===== src/mtc_pkg.sv =====
`timescale 1ns / 1ps

package mtc_pkg;

  // Default alphabet size for the two-letter node names.
  localparam int LETTERS_DEF = 26;

  // Fixed field widths.
  localparam int LETTER_W = 5;
  localparam int COUNT_W  = 26;

  // Adjacency rows are stored as words of this many bits.
  localparam int WORD_BITS = 32;
  localparam int BIT_W     = $clog2(WORD_BITS);

  // Reset value of the mark letter ('t').
  localparam logic [LETTER_W-1:0] MARK_RESET = LETTER_W'(19);

  // Saturation limit of the triangle count.
  localparam logic [COUNT_W-1:0] COUNT_MAX = {COUNT_W{1'b1}};

  // Control of the word accumulator, issued together with the memory reads.
  typedef struct packed {
    logic clear;  // zero the running total before a count
    logic en;     // a word pair is being read this cycle
  } mtc_acc_ctl_t;

  // Population count of one word: nibble counts, then a short sum.
  function automatic logic [BIT_W:0] pop_word(input logic [WORD_BITS-1:0] x);
    logic [2:0]     nib [WORD_BITS/4];
    logic [BIT_W:0] sum;
    for (int n = 0; n < WORD_BITS / 4; n++) begin
      nib[n] = 3'(x[4*n]) + 3'(x[4*n+1]) + 3'(x[4*n+2]) + 3'(x[4*n+3]);
    end
    sum = '0;
    for (int n = 0; n < WORD_BITS / 4; n++) begin
      sum = sum + (BIT_W + 1)'(nib[n]);
    end
    return sum;
  endfunction

endpackage


===== src/mtc_word_count.sv =====
`timescale 1ns / 1ps

module mtc_word_count #(
  parameter int LETTERS = 26,
  parameter int NODE_W  = 10,
  parameter int WIDX_W  = 5
) (
  input  logic                                 clk,
  input  logic                                 rst_n,
  input  mtc_pkg::mtc_acc_ctl_t                ctl,
  input  logic [NODE_W-1:0]                    node_i,
  input  logic [NODE_W-1:0]                    node_j,
  input  logic [WIDX_W-1:0]                    word_idx,
  input  logic [mtc_pkg::LETTER_W-1:0]         mark_letter,
  input  logic [mtc_pkg::WORD_BITS-1:0]        rdata_a,
  input  logic [mtc_pkg::WORD_BITS-1:0]        rdata_b,
  output logic [mtc_pkg::COUNT_W-1:0]          count,
  output logic                                 busy
);
  import mtc_pkg::*;

  // Comparison width covers both mark bounds and every bit position of a row.
  localparam int MK_W  = $clog2(32 * LETTERS) + 1;
  localparam int POS_W = WIDX_W + BIT_W;
  localparam int CMP_W = (MK_W > POS_W) ? MK_W : POS_W;

  logic                 en_d_r;
  logic [NODE_W-1:0]    node_i_d_r;
  logic [NODE_W-1:0]    node_j_d_r;
  logic [WIDX_W-1:0]    word_d_r;
  logic [WORD_BITS-1:0] x_r;
  logic [WORD_BITS-1:0] x_nxt;
  logic                 x_valid_r;
  logic [COUNT_W-1:0]   acc_r;
  logic [COUNT_W-1:0]   acc_nxt;

  logic [CMP_W-1:0]     mark_lo;
  logic [CMP_W-1:0]     mark_hi;
  logic [WORD_BITS-1:0] marked;
  logic [WORD_BITS-1:0] above_j;
  logic [WORD_BITS:0]   low_mask;
  logic                 pair_marked;
  logic [BIT_W-1:0]     j_bit;
  logic [COUNT_W:0]     sum;

  // Marked nodes form one contiguous index range: mark*LETTERS upwards.
  assign mark_lo = CMP_W'(mark_letter) * CMP_W'(LETTERS);
  assign mark_hi = mark_lo + CMP_W'(LETTERS - 1);

  assign pair_marked = (CMP_W'(node_i_d_r) >= mark_lo && CMP_W'(node_i_d_r) <= mark_hi) ||
                       (CMP_W'(node_j_d_r) >= mark_lo && CMP_W'(node_j_d_r) <= mark_hi);
  assign j_bit       = BIT_W'(node_j_d_r);

  // Common neighbours above j, restricted to marked nodes when neither end is marked.
  always_comb begin
    for (int b = 0; b < WORD_BITS; b++) begin
      marked[b] = (CMP_W'({word_d_r, b[BIT_W-1:0]}) >= mark_lo) &&
                  (CMP_W'({word_d_r, b[BIT_W-1:0]}) <= mark_hi);
    end
    low_mask = ((WORD_BITS + 1)'(1) << ((BIT_W + 1)'(j_bit) + 1'b1)) - 1'b1;
    if (word_d_r == WIDX_W'(node_j_d_r >> BIT_W)) begin
      above_j = ~low_mask[WORD_BITS-1:0];
    end else begin
      above_j = '1;
    end
    x_nxt = rdata_a & rdata_b & above_j & (pair_marked ? '1 : marked);
  end

  // Saturating accumulation of the bit count of the staged word.
  always_comb begin
    sum = {1'b0, acc_r} + (COUNT_W + 1)'(pop_word(x_r));
    if (ctl.clear) begin
      acc_nxt = '0;
    end else if (x_valid_r) begin
      acc_nxt = sum[COUNT_W] ? COUNT_MAX : sum[COUNT_W-1:0];
    end else begin
      acc_nxt = acc_r;
    end
  end

  // Read-issue tag, staged word and running total.
  always_ff @(posedge clk) begin
    if (!rst_n) begin
      en_d_r    <= 1'b0;
      x_valid_r <= 1'b0;
    end else begin
      en_d_r    <= ctl.en;
      x_valid_r <= en_d_r;
    end
    node_i_d_r <= node_i;
    node_j_d_r <= node_j;
    word_d_r   <= word_idx;
    x_r        <= x_nxt;
    acc_r      <= acc_nxt;
  end

  assign count = acc_r;
  assign busy  = en_d_r | x_valid_r;

endmodule


===== config.mk =====
export PLATFORM = sky130hd
export DESIGN_NAME = mtc_word_count
export DESIGN_NICKNAME = d
export VERILOG_FILES = /design/src/mtc_pkg.sv /design/src/mtc_word_count.sv
export SDC_FILE = /design/constraint.sdc
export NUM_CORES = 1
export LEC_CHECK = 0
export BUFFER_PORTS_ARGS = -buffer_cell sky130_fd_sc_hd__buf_2
export CAP_MARGIN = 20
export CORE_MARGIN = 2
export CORE_UTILIZATION = 55
export DETAILED_ROUTE_END_ITERATION = 8
export PLACE_DENSITY_LB_ADDON = 0.3
export SYNTH_ARGS = -nofsm -noshare
export SYNTH_HDL_FRONTEND = slang
export SYNTH_SLANG_ARGS = --single-unit

===== constraint.sdc =====
create_clock -name clk -period 12.5 [get_ports clk]
set_input_delay 2.5 -clock clk [delete_from_list [all_inputs] [get_ports clk]]
set_output_delay 2.5 -clock clk [all_outputs]
set_load 0.05 [all_outputs]

# Word-level counts from Yosys, hierarchy flattened
# Index checks and enable logic that the tools add are counted.
dict set report totals {
  regBits 85
  inputBits 98
  output_inout_bits 27
  elab_cells 156
}
dict set report classes {
  add_sub_neg 35
  n_mul 1
  magnitude_cmp 68
  eq_ne 1
  n_shift 1
  muxes 3
  bitwise_logic 5
  reduce_logical 35
}
# cell n
set ops {}
lappend ops {{10-bit by 11-bit <= comparator with 1-bit output} 34}
lappend ops {{10-bit >= comparator} 34}
lappend ops {{32-bit AND} 3}
lappend ops {{32-bit two-way mux} 2}
lappend ops {{1-bit logical AND} 34}
lappend ops {{32-bit NOT} 1}
lappend ops {{1-bit by 6-bit left shift with 32-bit output, first input constant} 1}
lappend ops {{32-bit by 1-bit subtractor with 32-bit output, second input constant} 1}
lappend ops {{26-bit by 6-bit adder with 27-bit output} 1}
lappend ops {{26-bit two-way mux} 1}
lappend ops {{2-bit by 1-bit adder with 3-bit output} 8}
lappend ops {{3-bit by 1-bit adder with 3-bit output} 8}
lappend ops {{6-bit by 3-bit adder with 6-bit output} 4}
lappend ops {{1-bit by 1-bit adder with 2-bit output} 8}
lappend ops {{10-bit by 5-bit adder with 11-bit output, second input constant} 1}
lappend ops {{5-bit by 4-bit multiplier with 9-bit output, second input constant} 1}
lappend ops {{5-bit by 1-bit adder with 6-bit output, second input constant} 1}
lappend ops {{5-bit by 3-bit adder with 6-bit output} 1}
lappend ops {{4-bit by 3-bit adder with 5-bit output} 1}
lappend ops {{5-bit == test} 1}
lappend ops {{3-bit by 3-bit adder with 4-bit output} 1}
lappend ops {{1-bit logical OR} 1}
lappend ops {{1-bit bitwise OR} 1}

# Logic depth before layout (Yosys ltp)
dict set report logic_depth {
  word_depth 12
  ltp_mapped 21
  mapped_depth_nobuf 20
}

# Worst setup path after synthesis
# OpenSTA, ideal clock, no wires.
dict set report synth_timing {
  path_type {input port to flip-flop}
  start {input port mark_letter[1] in the netlist's numbering}
  end {register x_r[10]}
  setup_ps 87
  arrival_ps 6556
  required_time_ps 12413
  setup_slack_ps 5857
  cell_stages 18
  n_path_buf 2
  path_cell_list {clkbuf_1 > inv_1 > ha_1 > ha_1 > ha_1 > inv_1 > fa_1 > xor2_1 > xor2_1 > ha_1 > a2111oi_0 > a21oi_1 > maj3_2 > a21oi_1 > o32a_2 > nor2_1 > buf_6 > a221oi_2}
}
dict set report synth_between {
  elab_chain_len 7
  elab_cells_between_ends 14
  classes_between {add/sub (1); mul (1); order compare (6); mux (1); bitwise (1); reduce/logical (4)}
}
# item line_no
set synth_lines {}
lappend synth_lines {{from (decl)} mtc_word_count.sv:14} ;# input logic [mtc_pkg::LETTER_W-1:0] mark_letter,
lappend synth_lines {{5-bit by 4-bit multiplier with 9-bit output (*)} mtc_word_count.sv:47} ;# assign mark_lo = CMP_W'(mark_letter) * CMP_W'(LETTERS);
lappend synth_lines {{10-bit by 5-bit adder with 11-bit output} mtc_word_count.sv:48} ;# assign mark_hi = mark_lo + CMP_W'(LETTERS - 1);
lappend synth_lines {{10-bit by 11-bit <= comparator with 1-bit output (on tied branches)} {mtc_word_count.sv:50, mtc_word_count.sv:51}}
lappend synth_lines {{1-bit logical AND (on tied branches)} {mtc_word_count.sv:50, mtc_word_count.sv:51}}
lappend synth_lines {{1-bit logical OR} mtc_word_count.sv:50} ;# assign pair_marked = (CMP_W'(node_i_d_r) >= mark_lo && CMP_W'(node_i_d_r) <= mark_hi) ||
lappend synth_lines {{32-bit two-way mux (*)} mtc_word_count.sv:66} ;# x_nxt = rdata_a & rdata_b & above_j & (pair_marked ? '1 : marked);
lappend synth_lines {{32-bit AND (*)} mtc_word_count.sv:66}
lappend synth_lines {{named net x_nxt[10]} mtc_word_count.sv:32} ;# logic [WORD_BITS-1:0] x_nxt;
lappend synth_lines {{to (signal assigned)} mtc_word_count.sv:93} ;# x_r <= x_nxt;
lappend synth_lines {{to (decl)} mtc_word_count.sv:31} ;# logic [WORD_BITS-1:0] x_r;
# Mark *: on every way through the listed nets, which the timed path passes. The rest lies on a longest branch.
# A chain may end at the register's enable or synchronous reset.

# Worst setup path in the final report
dict set report layout_timing {
  start {input port mark_letter[1] in the netlist's numbering}
  end {register x_r[8]}
}
# The elaborated chain is that of the path after synthesis.

==> flow_summary.ini <==
[status]
outcome = complete, no violations

[cts]
cts-buffers-inserted = 9
post-cts-setup-buffers = 0
clk_pin_slew_worst_paths_ps = 60
cts_root_buf = clkbuf_16
ctsResizeCount = 0
clkSinkCount = 85
cts_hold_buf = 0
htreeDepth = 3
cts_tree = yes
clock_path_buffers = 2
clk_latency_ps = 350

[synthesis]
synth.distinct_cells = 76
yosysSeqAreaShare_pct = 24.5
synth-seq-cells = 85
yosys_warnings = 0
synth_ff_type = dfxtp_1
syn-cell-area_mm2 = 0.00696
syn-mean-instance-area_um2 = 8.36
async_flop_share_pct = 0
syn_nets = 1040
syn-instance-count = 832
synth-edff-count = 0

[global_route]
grt_pass1_vias = 5985
overflow = 0
grt_max_degree = 32
grt_pass1_wl_um = 30100
track_usage_pct = 28.7
antenna_found_initial = 0

[floorplanning]
die_h_um = 116
core_area_mm2 = 0.0125
boundaryPins = 125
rows = 41
die_area_mm2 = 0.0136
die_w_um = 116
start_util_pct = 55.8

[power]
clkPwrFrac_pct = 15.4
vdd_drop_max_v = 0.000213
comb_power_share_pct = 65.4
cellLeakagePower_nw = 3.67
switching_share_pct = 45.3
power_switching_mw = 0.766
internal_power_mw = 0.925
power.density_mw_per_mm2 = 213
seq_power_share_pct = 19.2

[cells_and_area]
fin_nets = 1144
drive_gt1_share_pct = 19.0
layout_common_cells = buf_2, dfxtp_1, ha_1
final_common_cell = buf_2
area_delta_synth_final_pct = 14.3
antenna_cells = 0
fin_cells = 1112

[worst_setup_path]
arrival_ps = 7380
worstSetupPathType = in2reg
cpMostUsedCell = ha_1
required_ps = 12750
critPathBufInv = 4
crit_start = mark_letter[1]
cp_max_fo = 31
crit_family = adder cells
start_kind = input port
r2r-start = count[0]
max_stage_delay_ps = 580
crit_slowest_cell = xor2_1
crit_chain = buf_2 -> inv_1 -> ha_1 -> ha_1 -> ha_1 -> inv_1 -> fa_1 -> xor2_1 -> xor2_1 -> ha_1 -> a2111oi_0 -> a21oi_1 -> maj3_2 -> a21oi_1 -> o32a_2 -> nor2_2 -> buf_4 -> a221oi_2
crit_path_end_kind = register

[sta]
max_slew_margin_pct = 48.0
fmax_mhz = 140
fin_crit_sh_pct = 57.1
fin_tns_setup_ps = 0
min_period_ps = 7130
fin_skew_ps = 9.43
setup_viol = 0
hold_viol = 0
worst_pin_slew_ps = 771
setup_ws_ps = 5370
rsz0062_at_grt = no
drv_slew = 0

[detailed_routing]
wirelength_um = 18900
wl_per_cell_um = 17.0
drtIter0Drc = 657
drtAntennaViolNets = 0
drc = 0
viasPerCell = 5.96
vias = 6627
firstDrtPassIters = 5

[placement]
dp_slack_ps = 5060
io_buffer_count = 124
place_congestion = 0.990
hpwl_um = 14800
post-place-cells = 1097

[worst_hold_path]
hp-start = en_d_r
hold_class = reg2reg

[job]
drv_cap = 0
power by group through the flow:
stage	combinational, mW	clock (mW)	sequential, mW
floorplan	0.861	0	0.336
detailed placement	1.12	0	0.330
finish	1.11	0.261	0.325
CTS	1.12	0.265	0.324
global placement	1.10	0	0.330
global route	1.28	0.273	0.328
cell families (layout without fill, tap and decap cells):
| kind of cell | after synthesis | count (layout) | synth area share [%] |
|---|---|---|---|
| XOR/XNOR | 23 | 23 | 3.31 |
| buffers and inverters | 107 | 215 | 6.10 |
| AO/OA/AOI/OAI | 242 | 242 | 24.2 |
| flip-flops | 85 | 85 | 24.5 |
| other | 1 | 1 | 0.0539 |
| adder cells (fa/ha/maj) | 112 | 112 | 23.1 |
| multiplexers | 2 | 2 | 0.288 |
| AND/OR/NAND/NOR | 260 | 260 | 18.5 |
metal layers:
layer | routed length (µm) | share of wire (%) | GRT usage [%] | up-vias
met3 | 1600 | 8.4 | 6.18 | 39
met4 | 401 | 2.1 | 8.65 | 0
met5 | 0 | 0 | 0 | -
li1 | - | - | - | 3189
met2 | 8830 | 47 | 45.9 | 310
met1 | 8120 | 43 | 39.2 | 3089
sequential cells by signal, summed over array words and instances, names as in the netlist:
| signal | count |
|---|---|
| en_d_r | 1 |
| word_d_r | 5 |
| node_j_d_r | 10 |
| x_r | 32 |
| x_valid_r | 1 |
| count | 26 |
| node_i_d_r | 10 |
final timing paths:
| check | to | slack, ps | depth (start not counted) |
|---|---|---|---|
| setup / recovery | x_r[8] | 5370 | 18 |
| hold / removal | x_valid_r | 480 | 1 |
| setup reg to reg | count[17] | 5770 | 18 |
| hold reg to reg | x_valid_r | 480 | 1 |
metrics by stage:
step	util (%)	power, mW	instance area, µm²	hold WS (ps)
detailed placement	61.5	1.45	7670	468
floorplan	-	1.20	6960	421
global route	63.8	1.88	7950	514
finish	63.8	1.69	7950	478
global placement	61.5	1.43	7670	439
CTS	63.8	1.70	7950	490
area by class of cell:
| class | instances | area (µm²) |
|---|---|---|
| Multi-Input combinational cell | 640 | 4840 |
| Fill cell | 1146 | 4510 |
| Sequential cell | 85 | 1700 |
| Timing Repair Buffer | 126 | 636 |
| Inverter | 74 | 278 |
| Clock buffer | 11 | 253 |
| Tap cell | 172 | 215 |
| Clock inverter | 4 | 31.3 |
worst register-to-register path, stage by stage (launching register included):
cell and delay, ps:
dfxtp_1 350, fa_1 540, inv_1 50, fa_1 550, fa_1 460, fa_1 490, fa_1 540, fa_1 450
fa_1 450, fa_1 430, nor2b_1 120, o21ai_0 100, a21boi_0 310, o21a_1 190, o21ai_0 120, a21boi_1 580
nand2_1 440, and4_1 340, nor3_1 150
cell usage after synthesis (all sizes together) (4+ instances only):
library cell   n  share of area (%)
a21o           9               0.97
a221oi        18                3.8
inv           74                4.0
clkbuf        24                1.3
xor2          10                1.3
dfxtp         85                 24
o21bai         5               0.54
buf            9               0.81
o21a           8               0.86
o311ai         6               0.76
nand4          7               0.63
nand2b         6               0.54
and3          11               0.99
a311oi         4               0.50
a22o           4               0.50
a21oi         66                4.8
a211oi         8               0.94
o31ai          5               0.54
o21ai         60                4.3
nor2b          7               0.63
o211ai         9               0.97
and2          14                1.3
or3            8               0.72
nand3         25                1.9
xnor2         12                1.7
and4           9                1.1
nor2          54                3.0
nand2         81                4.4
ha            82                 15
fa            28                8.1
a31oi         17                1.8
nor3          26                1.9
Note: power is estimated with default switching activity, not from simulation.
